==> src/rtl/core/rgpw_pkg.sv <==
// package: constants and types for the rotated grid pixel writer
`timescale 1ns / 1ps
package rgpw_pkg;
    localparam int FRAME_WIDTH_DEF  = 1024;
    localparam int FRAME_HEIGHT_DEF = 1024;
    localparam int CFG_IDX_W  = 3;
    localparam int CFG_DATA_W = 32;

    typedef enum logic [CFG_IDX_W-1:0] {
        REG_ORIGIN_X  = 3'd0,
        REG_ORIGIN_Y  = 3'd1,
        REG_EXTENT_X  = 3'd2,
        REG_EXTENT_Y  = 3'd3,
        REG_CELL_CNT  = 3'd4,
        REG_THICKNESS = 3'd5,
        REG_ROTATION  = 3'd6,
        REG_COLOR     = 3'd7
    } t_reg_idx;
endpackage

==> src/rtl/core/rgpw_divu.sv <==
// pipelined unsigned divider: 12-bit dividend by 12-bit divisor, radix 2, one bit a stage
`timescale 1ns / 1ps
module rgpw_divu
    import rgpw_pkg::*;
(
    input  logic        i_clk,
    input  logic        i_en,
    input  logic [11:0] i_num,
    input  logic [11:0] i_den,
    output logic [11:0] o_rem
);
    // r_rem[k] holds partial remainder after k quotient bits
    logic [12:0] r_rem [0:12];
    logic [11:0] r_num [0:12];
    logic [11:0] r_den [0:12];

    always_ff @(posedge i_clk) begin
        if (i_en) begin
            r_rem[0] <= '0;
            r_num[0] <= i_num;
            r_den[0] <= i_den;
        end
    end

    for (genvar k = 0; k < 12; k++) begin : g_step
        logic [12:0] n_sh;
        logic [12:0] n_sub;
        assign n_sh  = {r_rem[k][11:0], r_num[k][11-k]};
        assign n_sub = n_sh - {1'b0, r_den[k]};
        always_ff @(posedge i_clk) begin
            if (i_en) begin
                r_rem[k+1] <= n_sub[12] ? n_sh : n_sub;
                r_num[k+1] <= r_num[k];
                r_den[k+1] <= r_den[k];
            end
        end
    end

    assign o_rem = r_rem[12][11:0];
endmodule

==> config.mk <==
export PLATFORM = sky130hd
export DESIGN_NAME = rgpw_divu
export DESIGN_NICKNAME = d
export VERILOG_FILES = /design/src/rtl/core/rgpw_pkg.sv /design/src/rtl/core/rgpw_divu.sv
export SDC_FILE = /design/constraint.sdc
export NUM_CORES = 1
export LEC_CHECK = 0
export ABC_AREA = 1
export ABC_CLOCK_PERIOD_IN_PS = 2200
export BUFFER_PORTS_ARGS = -buffer_cell sky130_fd_sc_hd__buf_2
export CORE_UTILIZATION = 40
export DETAILED_ROUTE_END_ITERATION = 6
export PLACE_DENSITY = 0.68
export REMOVE_ABC_BUFFERS = 1
export SLEW_MARGIN = 20
export SYNTH_ARGS = -nofsm -noshare
export SYNTH_HDL_FRONTEND = slang
export SYNTH_SLANG_ARGS = --single-unit
==> constraint.sdc <==
create_clock -name i_clk -period 2.2 [get_ports i_clk]
set_input_delay 0.11 -clock i_clk [delete_from_list [all_inputs] [get_ports i_clk]]
set_output_delay 0.11 -clock i_clk [all_outputs]
set_load 0.01 [all_outputs]
Word-level counts from Yosys, hierarchy flattened

Memories as Yosys holds them, arrays and structs flattened.
Cells that the tools add are included.

Register bits: 0
Memory bits (writable): 481
Bits of input ports: 26
Output and inout port bits: 12
Word-level logic and storage cells: 29
Memories: 3

Memories:

| name  | depth | bits a word | rd ports | clocked after memory_dff | wr ports | line            | text |
|---|---|---|---|---|---|---|---|
| r_rem | 13    | 13          | 13       | 0                        | 13       | rgpw_divu.sv:13 | `logic [12:0] r_rem [0:12];` |
| r_den | 13    | 12          | 12       | 0                        | 13       | rgpw_divu.sv:15 | `logic [11:0] r_den [0:12];` |
| r_num | 13    | 12          | 12       | 0                        | 13       | rgpw_divu.sv:14 | `logic [11:0] r_num [0:12];` |

Add/subtract/negate cells: 12
Mux-type cells: 14

Operators with widths:

| operator       | number |
|---|---|
| $mux 13        | 12 |
| $sub 13x12->13 | 12 |
| $mux 1         | 2 |

Depth between registers and ports, before layout

Depth in word-level cells: 2
Depth in mapped cells: 13
Depth with buffers taken out: 12

Worst setup path before layout

OpenSTA, ideal clock, no wires.

Path type: flip-flop to flip-flop
From: memory r_num[5][6], in the netlist r_num[2][18]
To: memory r_rem[6][3] (data pin)
Library setup time: 252 ps
Arrival: 1803 ps
Setup slack: 144 ps
Stages on the path, launching flop included: 14
Path buffers: 1
Cell sequence: edfxtp_1 -> inv_1 -> ha_1 -> inv_1 -> fa_1 -> nand3_1 -> nand3_2 -> nand3_2 -> nand3_2 -> nand2_4 -> nand2_4 -> buf_12 -> nand2_2 -> nand2_1

RTL lines:

| item        | line |
|---|---|
| from (decl) | rgpw_divu.sv:14 |
| to (decl)   | rgpw_divu.sv:13 |

==> impl_metrics.csv <==
group,metric,value,unit
logic_synthesis,synthFlopType,"edfxtp_1",
drt,drtAntennaViolNets,0,
logic_synthesis,seq_area_frac_synth,49.0,%
sta,skew,0.0295,ns
grt,gr-usage-all-layers,17.1,%
sta,max_freq,472,MHz
floorplan,initial_core_util,40.6,%
setup_path,critPathRequiredTime,2.51,ns
grt,grt_max_degree,65,
grt,overflow,0,
sta,maxSlewHeadroom,65.5,%
placement,dp_hpwl,37100,µm
clock_network,clk_pin_slew,0.06,ns
sta,hold_ws,0.245,ns
logic_synthesis,synth.distinct_cells,31,
placement,io_buffer_count,37,
sta,finalCriticalPeriod,2.12,ns
clock_network,numCtsBuffers,42,
clock_network,cts_root_buf,"clkbuf_16",
drt,wl,48400,µm
setup_path,cp.arrival,2.42,ns
sta,setup_viol,0,
logic_synthesis,synth_largest_area_cell,"edfxtp_1",
sta,rsz0062_at_grt,"yes",
finish,fin_area,0.0258,mm²
finish,diodes,0,
setup_path,critical_path.startpoint,"r_num[3][16]",
floorplan,fp.dieW,239,µm
power,p_per_area,1270,mW/mm²
run,cap_violations,0,
finish,post-route-util,46.7,%
floorplan,num_io_pins,38,
placement,gp_congestion,0.913,
min_path,min_path_type,"in2reg",
finish,drive_gt1_share,16.6,%
placement,dpl-instance-area,0.0237,mm²
floorplan,dieHeight,239,µm
sta,period_share,96.2,%
placement,place_ws,-0.0778,ns
sta,hold_viol,0,
logic_synthesis,ys_top_cells_by_count,"780 x nand2_1, 477 x inv_1, 366 x edfxtp_1, 241 x nand3_1, 146 x nand2_2",
logic_synthesis,synth_edf_count,366,
min_path,min_from,"i_den[7]",
drt,vias_per_cell,4.71,
power,p_leak,12.6,nW
floorplan,core_area,0.0552,mm²
logic_synthesis,syn_area_per_cell,8.97,µm²
logic_synthesis,synth_area_leaders,"edfxtp_1 49%, nand2_1 13%, inv_1 8.0%",
sta,worst_pin_slew,0.513,ns
clock_network,cts_tree,"built",
logic_synthesis,yosys_warnings,0,
logic_synthesis,synth-seq-cells,366,
clock_network,clockBufferDepth,3,
min_path,hold_depth,2,
floorplan,dieArea,0.0570,mm²
power,vdd_drop_max,624,µV
drt,dr.pass1.iters,6,
logic_synthesis,ys_async_sr_fraction,0,%
drt,routedWlPerCell,14.1,µm
setup_path,critPathLaunchType,"register",
grt,antenna_found_initial,0,
clock_network,cts_sinks,366,
finish,layout.nets,2821,
setup_path,crit_type,"reg2reg",
outcome,status,"finished, final reports clean",
sta,timing.final.max_slew_violations,0,
grt,grt_pass1_vias,15600,
drt,drc,0,
finish,syn_to_final_growth,15.0,%
setup_path,worst-r2r-cell-count,12,
drt,drt-initial-drc-count,1076,
setup_path,rr_startpoint,"r_num[3][16]",
sta,timing.final.ws_setup,0.0834,ns
drt,vias,16100,
finish,fin_cells,3429,
setup_path,critPathMaxFanout,6,
setup_path,crit_path_end_kind,"register",
grt,grt_pass1_wl,78300,µm
placement,post-place-cells,3310,
logic_synthesis,synth_cells,2499,
clock_network,htreeDepth,2,
floorplan,num_rows,86,
logic_synthesis,netlist.area_leader.share,49.0,%
logic_synthesis,syn_area,0.0224,mm²
logic_synthesis,synthMostInstantiatedCell,"nand2_1",
clock_network,clock_latency,0.57,ns
repair_timing:
item	CTS	global route
setup buffers	6	5
pin swaps	0	10
cloned	0	8
setup endpoints to repair	28	121
gates resized for setup	4	51
endpoints found under the hold margin	53	0
hold buffers	25	0
cell type report:
type	instances	area, µm²
multi-input combinational	1622	9550
tap	748	936
clock buffer	52	1110
clock inverter	23	239
timing repair buffer	129	1120
fill	5139	29400
inverter	489	1840
sequential	366	11000
stage by stage:
| step | total power, W | TNS (ns) |
|---|---|---|
| 6_report | 0.0328 | 0 |
| 2_1_floorplan | 0.0213 | 0 |
| 3_5_place_dp | 0.0250 | -0.249 |
| 3_3_place_gp | 0.0248 | -0.269 |
| 4_1_cts | 0.0323 | 0 |
| 5_1_grt | 0.0353 | -0.0507 |
cell usage in the layout, fill, tap and decap left out, drive strengths merged:
cell	Yosys	layout
clkinvlp	0	5
ha	134	134
edfxtp	366	366
nor2	83	83
buf	28	103
nand4	44	48
dlygate4sd3	0	25
xor2	67	67
clkinv	0	10
nand3	274	274
nand2	945	948
fa	11	11
a21oi	44	44
inv	489	493
bufinv	0	4
nor4	1	1
nor3	1	1
conb	1	5
clkbuf	5	53
o21ai	1	1
a31oi	5	5
flip-flops by register name, indices dropped and copies added, names as in the netlist:
signal,cells
r_num,78
r_rem,144
r_den,144
worst max-delay path, cell delays in order, from the launching register on:
cell,delay (ns)
edfxtp_1,0.38
inv_1,0.08
ha_2,0.17
inv_2,0.05
fa_2,0.38
nand3_2,0.11
nand3_4,0.09
nand3_4,0.11
nand3_2,0.08
nand2_4,0.17
nand2_8,0.10
nand2_1,0.07
nand2_1,0.07
cell families (layout without fill, tap and decap cells):
family | Yosys count | in the layout | synth area share [%]
AO/OA/AOI/OAI | 50 | 50 | 1.33
buffers and inverters | 522 | 693 | 9.77
flip-flops | 366 | 366 | 49.0
AND/OR/NAND/NOR | 1348 | 1355 | 28.8
adder cells (fa/ha/maj) | 145 | 145 | 8.47
other | 1 | 5 | 0.0167
XOR/XNOR | 67 | 67 | 2.62
metal layers:
| layer | track usage [%] | share of wire, % | vias up |
|---|---|---|---|
| met2 | 29.1 | 48 | 301 |
| met5 | 0 | 0 | - |
| met1 | 22.2 | 46 | 7459 |
| li1 | - | - | 8308 |
| met4 | 6.22 | 2.6 | 0 |
| met3 | 2.30 | 4.1 | 74 |
power by group:
| part | internal [W] | switching (W) | leakage (nW) | total (W) |
|---|---|---|---|---|
| combinational | 0.00565 | 0.00950 | 8.39 | 0.0152 |
| sequential | 0.00975 | 0.00101 | 3.61 | 0.0108 |
| clock | 0.00407 | 0.00279 | 0.641 | 0.00686 |
| total | 0.0195 | 0.0133 | 12.6 | 0.0328 |
final timing paths:
| kind | endpoint | slack [ns] |
|---|---|---|
| worst max-delay path | r_rem[8][0] | 0.08 |
| worst min-delay path | r_den[0][7] | 0.24 |
| worst max register to register | r_rem[8][0] | 0.08 |
| worst min register to register | r_num[1][4] | 0.41 |
Note: power is estimated with default switching activity, not from simulation.
